$ cat src/hdl/pee_pkg.sv
package pee_pkg;

  localparam logic [7:0] CH_ZERO  = 8'h30;
  localparam logic [7:0] CH_NINE  = 8'h39;
  localparam logic [7:0] CH_PLUS  = 8'h2B;
  localparam logic [7:0] CH_MINUS = 8'h2D;
  localparam logic [7:0] CH_STAR  = 8'h2A;
  localparam logic [7:0] CH_SLASH = 8'h2F;

  localparam logic [31:0] VALUE_ERR = 32'hFFFF_FFFF;

  typedef logic [1:0] status_t;
  localparam status_t ST_OK      = 2'd0;
  localparam status_t ST_MISSING = 2'd1;
  localparam status_t ST_EMPTY   = 2'd2;
  localparam status_t ST_OVF     = 2'd3;

  // controller -> datapath
  typedef struct packed {
    logic capture;    // latch incoming word
    logic acc_upd;    // acc = acc*10 + digit
    logic push_acc;   // push accumulator, clear number state
    logic push_res;   // push operator result
    logic set_err_op; // missing operand
    logic rd_en;      // stack read
    logic rd_second;  // 0: top, 1: one below top
    logic ld_b;       // rhs <= read data
    logic ld_a;       // lhs <= read data
    logic pop2;       // drop two entries
    logic exec;       // evaluate + - *, or launch divide
    logic div_take;   // capture quotient
    logic load_out;   // fill output register, clear expression state
  } cmd_t;

  // datapath -> controller
  typedef struct packed {
    logic err_nz;
    logic is_digit;
    logic is_op;
    logic op_div;
    logic in_number;
    logic cnt_lt2;
    logic last;
    logic div_done;
    logic slot_free;
  } sts_t;

endpackage

$ cat src/hdl/pee_if.sv
interface pee_in_if;
  logic       valid;
  logic       ready;
  logic [7:0] symbol;
  logic       last;

  modport source (output valid, output symbol, output last, input ready);
  modport sink   (input valid, input symbol, input last, output ready);
endinterface

interface pee_out_if;
  logic               valid;
  logic               ready;
  logic signed [31:0] value;
  logic        [1:0]  status;

  modport source (output valid, output value, output status, input ready);
  modport sink   (input valid, input value, input status, output ready);
endinterface

$ cat src/hdl/pee_div.sv
module pee_div import pee_pkg::*; (
  input  logic        clk,
  input  logic        rst_n,
  input  logic        start,
  input  logic [31:0] dividend,
  input  logic [31:0] divisor,
  output logic        done,
  output logic [31:0] quotient
);

  logic        busy_r;
  logic        done_r;
  logic [4:0]  cnt_r;
  logic [31:0] rem_r;
  logic [31:0] q_r;
  logic [31:0] d_r;
  logic        neg_r;
  logic        zero_r;
  logic [32:0] shifted;
  logic [32:0] diff;

  assign shifted = {rem_r, q_r[31]};
  assign diff    = shifted - {1'b0, d_r};

  always_ff @(posedge clk) begin
    if (!rst_n) begin
      busy_r <= 1'b0;
      done_r <= 1'b0;
      cnt_r  <= '0;
    end else begin
      done_r <= 1'b0;
      if (start) begin
        busy_r <= 1'b1;
        cnt_r  <= '0;
      end else if (busy_r) begin
        cnt_r <= cnt_r + 5'd1;
        if (cnt_r == 5'd31) begin
          busy_r <= 1'b0;
          done_r <= 1'b1;
        end
      end
    end
  end

  // restoring divide on magnitudes, one quotient bit per cycle
  always_ff @(posedge clk) begin
    if (start) begin
      rem_r  <= '0;
      q_r    <= dividend[31] ? 32'd0 - dividend : dividend;
      d_r    <= divisor[31] ? 32'd0 - divisor : divisor;
      neg_r  <= dividend[31] ^ divisor[31];
      zero_r <= (divisor == 32'd0);
    end else if (busy_r) begin
      if (!diff[32]) begin
        rem_r <= diff[31:0];
        q_r   <= {q_r[30:0], 1'b1};
      end else begin
        rem_r <= shifted[31:0];
        q_r   <= {q_r[30:0], 1'b0};
      end
    end
  end

  assign done     = done_r;
  assign quotient = zero_r ? VALUE_ERR : (neg_r ? 32'd0 - q_r : q_r);

endmodule

$ cat src/hdl/pee_datapath.sv
module pee_datapath import pee_pkg::*; #(
  parameter int STACK_DEPTH = 16
) (
  input  logic               clk,
  input  logic               rst_n,
  input  cmd_t               cmd,
  output sts_t               sts,
  input  logic [7:0]         in_symbol,
  input  logic               in_last,
  output logic               out_valid,
  input  logic               out_ready,
  output logic signed [31:0] out_value,
  output logic [1:0]         out_status
);

  localparam int CW = $clog2(STACK_DEPTH + 1);
  localparam int AW = $clog2(STACK_DEPTH);

  logic [31:0]   stack_mem [STACK_DEPTH];
  logic [CW-1:0] count_r;
  logic [31:0]   acc_r;
  logic          in_num_r;
  status_t       err_r;
  logic [7:0]    sym_r;
  logic          last_r;
  logic [31:0]   rdata_r;
  logic [31:0]   a_r;
  logic [31:0]   b_r;
  logic [31:0]   res_r;
  logic          out_valid_r;
  logic [31:0]   out_value_r;
  status_t       out_status_r;

  logic          is_digit;
  logic          is_op;
  logic          do_push;
  logic [31:0]   push_val;
  logic          full;
  logic [CW-1:0] rd_cnt;
  logic [AW-1:0] rd_addr;
  logic [7:0]    digit;
  logic          div_done;
  logic [31:0]   div_q;
  logic          div_start;
  logic          slot_free;

  always_comb begin
    is_digit = sym_r inside {[CH_ZERO:CH_NINE]};
    is_op    = sym_r inside {CH_PLUS, CH_MINUS, CH_STAR, CH_SLASH};
  end

  assign digit     = sym_r - CH_ZERO;
  assign full      = (count_r == CW'(STACK_DEPTH));
  assign do_push   = cmd.push_acc | cmd.push_res;
  assign push_val  = cmd.push_acc ? acc_r : res_r;
  assign rd_cnt    = count_r - (cmd.rd_second ? CW'(2) : CW'(1));
  assign rd_addr   = rd_cnt[AW-1:0];
  assign div_start = cmd.exec && (sym_r == CH_SLASH);
  assign slot_free = !out_valid_r || out_ready;

  pee_div u_div (
    .clk      (clk),
    .rst_n    (rst_n),
    .start    (div_start),
    .dividend (a_r),
    .divisor  (b_r),
    .done     (div_done),
    .quotient (div_q)
  );

  // stack storage
  always_ff @(posedge clk) begin
    if (do_push && !full) begin
      stack_mem[count_r[AW-1:0]] <= push_val;
    end
    if (cmd.rd_en) begin
      rdata_r <= stack_mem[rd_addr];
    end
  end

  // expression control state
  always_ff @(posedge clk) begin
    if (!rst_n) begin
      count_r  <= '0;
      acc_r    <= '0;
      in_num_r <= 1'b0;
      err_r    <= ST_OK;
    end else if (cmd.load_out) begin
      count_r  <= '0;
      acc_r    <= '0;
      in_num_r <= 1'b0;
      err_r    <= ST_OK;
    end else begin
      if (cmd.acc_upd) begin
        acc_r    <= {acc_r[28:0], 3'b000} + {acc_r[30:0], 1'b0} + {24'd0, digit};
        in_num_r <= 1'b1;
      end
      if (cmd.push_acc) begin
        acc_r    <= '0;
        in_num_r <= 1'b0;
      end
      if (do_push) begin
        if (full) begin
          err_r <= ST_OVF;
        end else begin
          count_r <= count_r + CW'(1);
        end
      end
      if (cmd.pop2) begin
        count_r <= count_r - CW'(2);
      end
      if (cmd.set_err_op) begin
        err_r <= ST_MISSING;
      end
    end
  end

  // operand and result registers
  always_ff @(posedge clk) begin
    if (cmd.capture) begin
      sym_r  <= in_symbol;
      last_r <= in_last;
    end
    if (cmd.ld_b) begin
      b_r <= rdata_r;
    end
    if (cmd.ld_a) begin
      a_r <= rdata_r;
    end
    if (cmd.exec) begin
      case (sym_r)
        CH_PLUS:  res_r <= a_r + b_r;
        CH_MINUS: res_r <= a_r - b_r;
        CH_STAR:  res_r <= a_r * b_r;
        default:  res_r <= res_r;
      endcase
    end else if (cmd.div_take) begin
      res_r <= div_q;
    end
  end

  // output word register
  always_ff @(posedge clk) begin
    if (!rst_n) begin
      out_valid_r <= 1'b0;
    end else if (cmd.load_out) begin
      out_valid_r <= 1'b1;
    end else if (out_ready) begin
      out_valid_r <= 1'b0;
    end
  end

  always_ff @(posedge clk) begin
    if (cmd.load_out) begin
      if (err_r != ST_OK) begin
        out_value_r  <= VALUE_ERR;
        out_status_r <= err_r;
      end else if (count_r == '0) begin
        out_value_r  <= VALUE_ERR;
        out_status_r <= ST_EMPTY;
      end else begin
        out_value_r  <= rdata_r;
        out_status_r <= ST_OK;
      end
    end
  end

  assign out_valid  = out_valid_r;
  assign out_value  = out_value_r;
  assign out_status = out_status_r;

  always_comb begin
    sts.err_nz    = (err_r != ST_OK);
    sts.is_digit  = is_digit;
    sts.is_op     = is_op;
    sts.op_div    = (sym_r == CH_SLASH);
    sts.in_number = in_num_r;
    sts.cnt_lt2   = (count_r < CW'(2));
    sts.last      = last_r;
    sts.div_done  = div_done;
    sts.slot_free = slot_free;
  end

endmodule

$ cat src/hdl/pee_ctrl.sv
module pee_ctrl import pee_pkg::*; (
  input  logic clk,
  input  logic rst_n,
  input  logic in_valid,
  output logic in_ready,
  input  sts_t sts,
  output cmd_t cmd
);

  typedef enum logic [3:0] {
    S_IDLE,
    S_DECODE,
    S_OPCHK,
    S_RD1,
    S_RD2,
    S_EXEC,
    S_DIV,
    S_PUSHRES,
    S_ENDCHK,
    S_TOP,
    S_EMIT
  } state_t;

  state_t state_r;
  state_t state_nxt;

  always_comb begin
    cmd       = '0;
    state_nxt = state_r;
    case (state_r)
      S_IDLE: begin
        if (in_valid) begin
          cmd.capture = 1'b1;
          state_nxt   = S_DECODE;
        end
      end
      S_DECODE: begin
        if (sts.err_nz) begin
          state_nxt = S_TOP;
        end else if (sts.is_digit) begin
          cmd.acc_upd = 1'b1;
          state_nxt   = S_ENDCHK;
        end else begin
          cmd.push_acc = sts.in_number;
          state_nxt    = S_OPCHK;
        end
      end
      S_OPCHK: begin
        if (!sts.err_nz && sts.is_op) begin
          if (sts.cnt_lt2) begin
            cmd.set_err_op = 1'b1;
            state_nxt      = S_TOP;
          end else begin
            cmd.rd_en = 1'b1;
            state_nxt = S_RD1;
          end
        end else begin
          state_nxt = S_ENDCHK;
        end
      end
      S_RD1: begin
        cmd.ld_b      = 1'b1;
        cmd.rd_en     = 1'b1;
        cmd.rd_second = 1'b1;
        state_nxt     = S_RD2;
      end
      S_RD2: begin
        cmd.ld_a  = 1'b1;
        cmd.pop2  = 1'b1;
        state_nxt = S_EXEC;
      end
      S_EXEC: begin
        cmd.exec  = 1'b1;
        state_nxt = sts.op_div ? S_DIV : S_PUSHRES;
      end
      S_DIV: begin
        if (sts.div_done) begin
          cmd.div_take = 1'b1;
          state_nxt    = S_PUSHRES;
        end
      end
      S_PUSHRES: begin
        cmd.push_res = 1'b1;
        state_nxt    = S_TOP;
      end
      S_ENDCHK: begin
        cmd.push_acc = sts.last && sts.in_number && !sts.err_nz;
        state_nxt    = S_TOP;
      end
      S_TOP: begin
        if (sts.last) begin
          cmd.rd_en = 1'b1;
          state_nxt = S_EMIT;
        end else begin
          state_nxt = S_IDLE;
        end
      end
      S_EMIT: begin
        if (sts.slot_free) begin
          cmd.load_out = 1'b1;
          state_nxt    = S_IDLE;
        end
      end
      default: state_nxt = S_IDLE;
    endcase
  end

  always_ff @(posedge clk) begin
    if (!rst_n) begin
      state_r <= S_IDLE;
    end else begin
      state_r <= state_nxt;
    end
  end

  assign in_ready = (state_r == S_IDLE);

endmodule

$ cat src/hdl/postfix_expression_evaluator_top.sv
// Channel  Dir  Word                        Handshake
// in_ch    in   symbol[7:0], last           valid/ready
// out_ch   out  value[31:0] signed, status  valid/ready
//
// One character is taken at a time; ready is high only while no character
// is in flight. A digit updates the accumulator, a delimiter pushes any number;
// + - * pop two operands and push the result, / via the bit-per-cycle divider
// (32 steps). A character that arrives after an error is dropped. The final
// character adds the output load, issued off the top-of-stack read.
// Reset (rst_n low, synchronous) empties the stack and clears the number
// and error state; the stack memory itself is not cleared.
// The result sits in an output register, so the next character is taken
// while it waits; only a second final character stalls until it drains.
module postfix_expression_evaluator_top import pee_pkg::*; #(
  parameter int STACK_DEPTH = 16
) (
  input logic             clk,
  input logic             rst_n,
  pee_in_if.sink          in_ch,
  pee_out_if.source       out_ch
);

  cmd_t cmd;
  sts_t sts;

  pee_ctrl u_ctrl (
    .clk      (clk),
    .rst_n    (rst_n),
    .in_valid (in_ch.valid),
    .in_ready (in_ch.ready),
    .sts      (sts),
    .cmd      (cmd)
  );

  pee_datapath #(
    .STACK_DEPTH (STACK_DEPTH)
  ) u_datapath (
    .clk        (clk),
    .rst_n      (rst_n),
    .cmd        (cmd),
    .sts        (sts),
    .in_symbol  (in_ch.symbol),
    .in_last    (in_ch.last),
    .out_valid  (out_ch.valid),
    .out_ready  (out_ch.ready),
    .out_value  (out_ch.value),
    .out_status (out_ch.status)
  );

  // any error status carries the all-ones value
  a_err_value: assert property (@(posedge clk) disable iff (!rst_n)
    out_ch.valid && out_ch.status != ST_OK |-> out_ch.value == -32'sd1)
    else $error("error status without -1 value");

  // one character at a time: ready drops after an accept
  a_one_item: assert property (@(posedge clk) disable iff (!rst_n)
    in_ch.valid && in_ch.ready |=> !in_ch.ready)
    else $error("second character accepted while busy");

  // divider only finishes while a character is in flight
  a_div_busy: assert property (@(posedge clk) disable iff (!rst_n)
    sts.div_done |-> !in_ch.ready)
    else $error("divide done while idle");

endmodule
$ cat src/flat_wrapper.sv
// flat-port wrapper written by rule: the top's interface ports become plain ports
module postfix_expression_evaluator_top_flat import pee_pkg::*;
#(
  parameter int STACK_DEPTH = 16
)
  (clk, rst_n, in_ch_valid, in_ch_symbol, in_ch_last, in_ch_ready, out_ch_valid, out_ch_value, out_ch_status, out_ch_ready);
  pee_in_if in_ch_i ();
  pee_out_if out_ch_i ();
  input logic clk;
  input logic rst_n;
  input wire logic [$bits(in_ch_i.valid)-1:0] in_ch_valid;
  input wire logic [$bits(in_ch_i.symbol)-1:0] in_ch_symbol;
  input wire logic [$bits(in_ch_i.last)-1:0] in_ch_last;
  output wire logic [$bits(in_ch_i.ready)-1:0] in_ch_ready;
  output wire logic [$bits(out_ch_i.valid)-1:0] out_ch_valid;
  output wire logic [$bits(out_ch_i.value)-1:0] out_ch_value;
  output wire logic [$bits(out_ch_i.status)-1:0] out_ch_status;
  input wire logic [$bits(out_ch_i.ready)-1:0] out_ch_ready;
  assign in_ch_i.valid = in_ch_valid;
  assign in_ch_i.symbol = in_ch_symbol;
  assign in_ch_i.last = in_ch_last;
  assign in_ch_ready = in_ch_i.ready;
  assign out_ch_valid = out_ch_i.valid;
  assign out_ch_value = out_ch_i.value;
  assign out_ch_status = out_ch_i.status;
  assign out_ch_i.ready = out_ch_ready;
  postfix_expression_evaluator_top #(.STACK_DEPTH(STACK_DEPTH)) u_core (.clk(clk), .rst_n(rst_n), .in_ch(in_ch_i), .out_ch(out_ch_i));
endmodule
$ cat config.mk
export PLATFORM = sky130hd
export DESIGN_NAME = postfix_expression_evaluator_top_flat
export DESIGN_NICKNAME = d
export VERILOG_FILES = /design/src/hdl/pee_pkg.sv /design/src/hdl/pee_if.sv /design/src/hdl/pee_div.sv /design/src/hdl/pee_datapath.sv /design/src/hdl/pee_ctrl.sv /design/src/hdl/postfix_expression_evaluator_top.sv /design/src/flat_wrapper.sv
export SDC_FILE = /design/constraint.sdc
export NUM_CORES = 2
export LEC_CHECK = 0
export BUFFER_PORTS_ARGS = -buffer_cell sky130_fd_sc_hd__buf_2
export CAP_MARGIN = 10
export CORE_ASPECT_RATIO = 2
export CORE_MARGIN = 4
export CORE_UTILIZATION = 60
export CTS_CLUSTER_DIAMETER = 40
export DETAILED_ROUTE_END_ITERATION = 16
export PLACE_DENSITY_LB_ADDON = 0.08
export SLEW_MARGIN = 30
export SYNTH_ARGS = -nofsm -noshare
export SYNTH_HDL_FRONTEND = slang
export SYNTH_HIERARCHICAL = 1
export SYNTH_SLANG_ARGS = --single-unit
$ cat constraint.sdc
create_clock -name clk -period 10.2 [get_ports clk]
set_input_delay 0 -clock clk [delete_from_list [all_inputs] [get_ports clk]]
set_output_delay 0 -clock clk [all_outputs]
set_load 0.1 [all_outputs]
==> flow_summary.yaml <==
yosys:
  synth_area_mm2: 0.05559
  avgSynthCellArea_um2: 12.12
  synth_area_leaders: "edfxtp_1 40%, fa_1 15%, mux4_2 6.5%"
  synth-seq-cells: 833
  synth_nets: 5274
  synthFlopType: "edfxtp_1"
  async_reset_ff_share_pct: 0
  yosysUniqueCellTypes: 96
  seq_area_frac_synth_pct: 43.49
  synth_edf_count: 749
  synth_top_area_share_pct: 40.46
  netlist.top_cell.by_area: "edfxtp_1"
  syn_inst: 4587
  yosys_warnings: 6
sta:
  fin_crit_ns: 8.413
  setup_violations: 0
  hold_viol: 0
  worst_pin_slew_ns: 0.9833
  max_freq_mhz: 118.9
  slew_headroom_pct: 34.45
  worst_slack_ns: 1.787
  finClkSkew_ns: 0.07689
  slew_viol_final: 0
  grt_setup_unrepaired: "false"
  tns_ns: 0
  final.period_utilization_pct: 82.48
power:
  vdd_drop_max_mv: 0.3798
  p_per_area_mw_per_mm2: 266.5
  p_leak_nw: 23.61
cells_and_area:
  final_util_pct: 66.02
  area_growth_pct: 8.951
  final_common_cell: "edfxtp_1"
  final_cell_mix: "749 x edfxtp_1, 487 x inv_1, 416 x fa_1, 390 x nand2_1, 325 x and2_1"
  stdcell_count: 5880
  fillerInstances: 7000
  final_nets: 5294
  final_layout_size_suffix_gt1_share_pct: 12.56
global_routing:
  grt_pass1_wl_um: 235000
  track_usage_pct: 32.26
  antenna_found_initial: 8
  grt_pass1_vias: 38900
  grt_max_degree: 120
  grt_overflow: 0
placed_design:
  port_buffers: 48
  dp_cells: 5692
  dp_slack_ns: 1.873
  gp_congestion: 0.9432
  dpl.hpwl_um: 113300
worst_hold_path:
  holdPathStages: 2
  hold_path.class: "input port to flop"
clock_tree:
  clkTransAtPathRegs_ns: 0.06
  cts_resized: 0
  cts.sinks: 833
  htree_levels: 3
  clk_latency_ns: 0.72
  clockBufferDepth: 3
  cts_root_buf: "clkbuf_16"
  numCtsBuffers: 86
  cts_tree: "yes"
worst_setup_path:
  ff2ff_path_depth: 25
  worstPathArrival_ns: 8.86
  critPathMaxFanout: 19
  worst-setup-path-type: "flop to flop"
  cpMostUsedCell: "fa_1"
  critPathTopFamily: "adder cells"
  cp.required_ns: 10.65
  cp_slowest_stage_delay_ns: 0.79
  cp.depth: 25
  end_kind: "flop"
  crit_buf_inv: 5
  start_kind: "flop"
  crit_path_top_delay_cell: "edfxtp_1"
route:
  totalWireLength_um: 156000
  top_layer: "met5"
  met1Wirelength_um: 49000
  detail-route-antenna-nets: 0
  viasPerCell: 6.207
  wl_per_cell_um: 26.53
  wl_met2_um: 87310
  via_count: 36500
  drt_pre_antenna_iters: 6
  drtIter0Drc: 2623
  drc: 0
  met3_length_um: 8050
floorplan:
  die_area_mm2: 0.09788
  start_util_pct: 60.60
  core.rowCount: 157
  die_w_um: 223.2
  die_h_um: 438.5
  fp.coreArea_mm2: 0.09174
  num_io_pins: 49
flow_run:
  drv_cap: 0
status:
  status: "finished clean"
[report_power, final]
| part | leakage (nW) | switching [mW] | internal, mW |
|---|---|---|---|
| clock | 1.44 | 1.43 | 1.85 |
| combinational | 14.8 | 5.25 | 3.80 |
| sequential | 7.37 | 0.0758 | 3.73 |
| total | 23.6 | 6.76 | 9.38 |
[layer usage]
layer	vias up	track usage (%)
met1	18610	32.69
li1	15930	-
met3	551	4.245
met4	6	20.37
met5	-	0
met2	1402	61.50
[kinds of logic (layout without fill, tap and decap cells)]
| group | count (synthesis) | in the layout | share of synthesized area, % |
|---|---|---|---|
| other | 0 | 8 | 0 |
| and+or+nand+nor | 1259 | 1259 | 11.38 |
| adders and majority gates | 674 | 674 | 20.80 |
| buffers and inverters | 716 | 809 | 4.949 |
| AOI/OAI and AO/OA | 590 | 590 | 7.052 |
| xor gates and xnor gates | 283 | 283 | 4.459 |
| muxes | 232 | 232 | 7.869 |
| DFF | 833 | 833 | 43.49 |
[final timing paths]
path         slack [ns]                          end                        start
max                1.79  u_core/u_datapath/res_r[31]     u_core/u_datapath/b_r[4]
min                0.06   u_core/u_datapath/sym_r[3]              in_ch_symbol[3]
max reg2reg        1.79  u_core/u_datapath/res_r[31]     u_core/u_datapath/b_r[4]
min reg2reg        0.48  u_core/u_datapath/acc_r[31]  u_core/u_datapath/acc_r[31]
[area by class of cell]
cell class	count	area [um2]	share of cell area [%]
Antenna cell	8	20.02	0.03305
Tap cell	1192	1491	2.463
Multi-Input combinational cell	3038	28860	47.66
Clock inverter	51	701.9	1.159
Clock buffer	110	2302	3.801
Inverter	488	1832	3.024
Timing Repair Buffer	160	1181	1.950
Sequential cell	833	24170	39.91
[per-stage QoR]
stage / hold WS (ns) / total power [mW] / instance area (um2)
after floorplan: 0.09887 / 10.22 / 55590
after global placement: 0.1763 / 12.71 / 57270
after detailed placement: 0.1828 / 12.73 / 57340
after CTS: 0.003052 / 16.13 / 60510
after global routing: 0.05494 / 17.13 / 60550
final: 0.05846 / 16.14 / 60570
[state kept, by name, indices dropped and copies added (netlist names), 5 cells and up]
signal / cells
u_core/u_datapath/u_div/d_r: 32
u_core/u_datapath/u_div/q_r: 32
u_core/u_datapath/u_div/rem_r: 32
u_core/u_datapath/b_r: 32
u_core/u_datapath/res_r: 32
u_core/u_datapath/count_r: 5
u_core/u_datapath/sym_r: 8
u_core/u_datapath/rdata_r: 32
u_core/u_datapath/a_r: 32
u_core/u_datapath/stack_mem: 512
u_core/u_datapath/acc_r: 32
u_core/u_datapath/out_value: 32
u_core/u_datapath/u_div/cnt_r: 5
[synthesized netlist by cell type (16+ instances only)]
cell / instances
o211ai_1: 18
dfxtp_1: 84
a311oi_1: 16
nand3_1: 40
and3_1: 34
o21a_1: 23
or3_1: 21
nor2b_1: 16
clkbuf_1: 192
nand2_1: 390
xor2_1: 124
a31oi_1: 21
a21oi_1: 178
nor3_1: 45
and2_1: 326
a21o_1: 47
o21bai_1: 16
o31ai_1: 31
edfxtp_1: 749
ha_1: 257
mux4_2: 160
xnor2_1: 159
mux2_2: 40
inv_1: 487
or2_2: 43
fa_1: 417
nor2_1: 236
mux2i_1: 32
buf_1: 17
o21ai_0: 116
nand2b_1: 28
a211oi_1: 32
[worst register-to-register path, cell delays in order, from the launching register on]
cell and delay (ns):
edfxtp_1 0.79, buf_4 0.39, and2_1 0.20, fa_1 0.41, inv_1 0.08, fa_1 0.42, fa_1 0.50, fa_1 0.55
inv_1 0.05, fa_1 0.50, inv_1 0.05, fa_1 0.55, inv_1 0.06, fa_1 0.50, fa_1 0.42, ha_1 0.42
nand3_1 0.14, a21oi_1 0.29, nand4_1 0.17, a21oi_2 0.42, a21boi_2 0.16, o31ai_1 0.41, a31oi_1 0.16, xnor2_1 0.18
mux2i_1 0.08, mux2_2 0.27
[what timing repair did]
action                                  CTS  global route
endpoints found under the setup margin    0             0
setup buffers                             0             0
endpoints found under the hold margin    31             0
hold buffers                             17             0
Note: power is estimated with default switching activity, not from simulation.
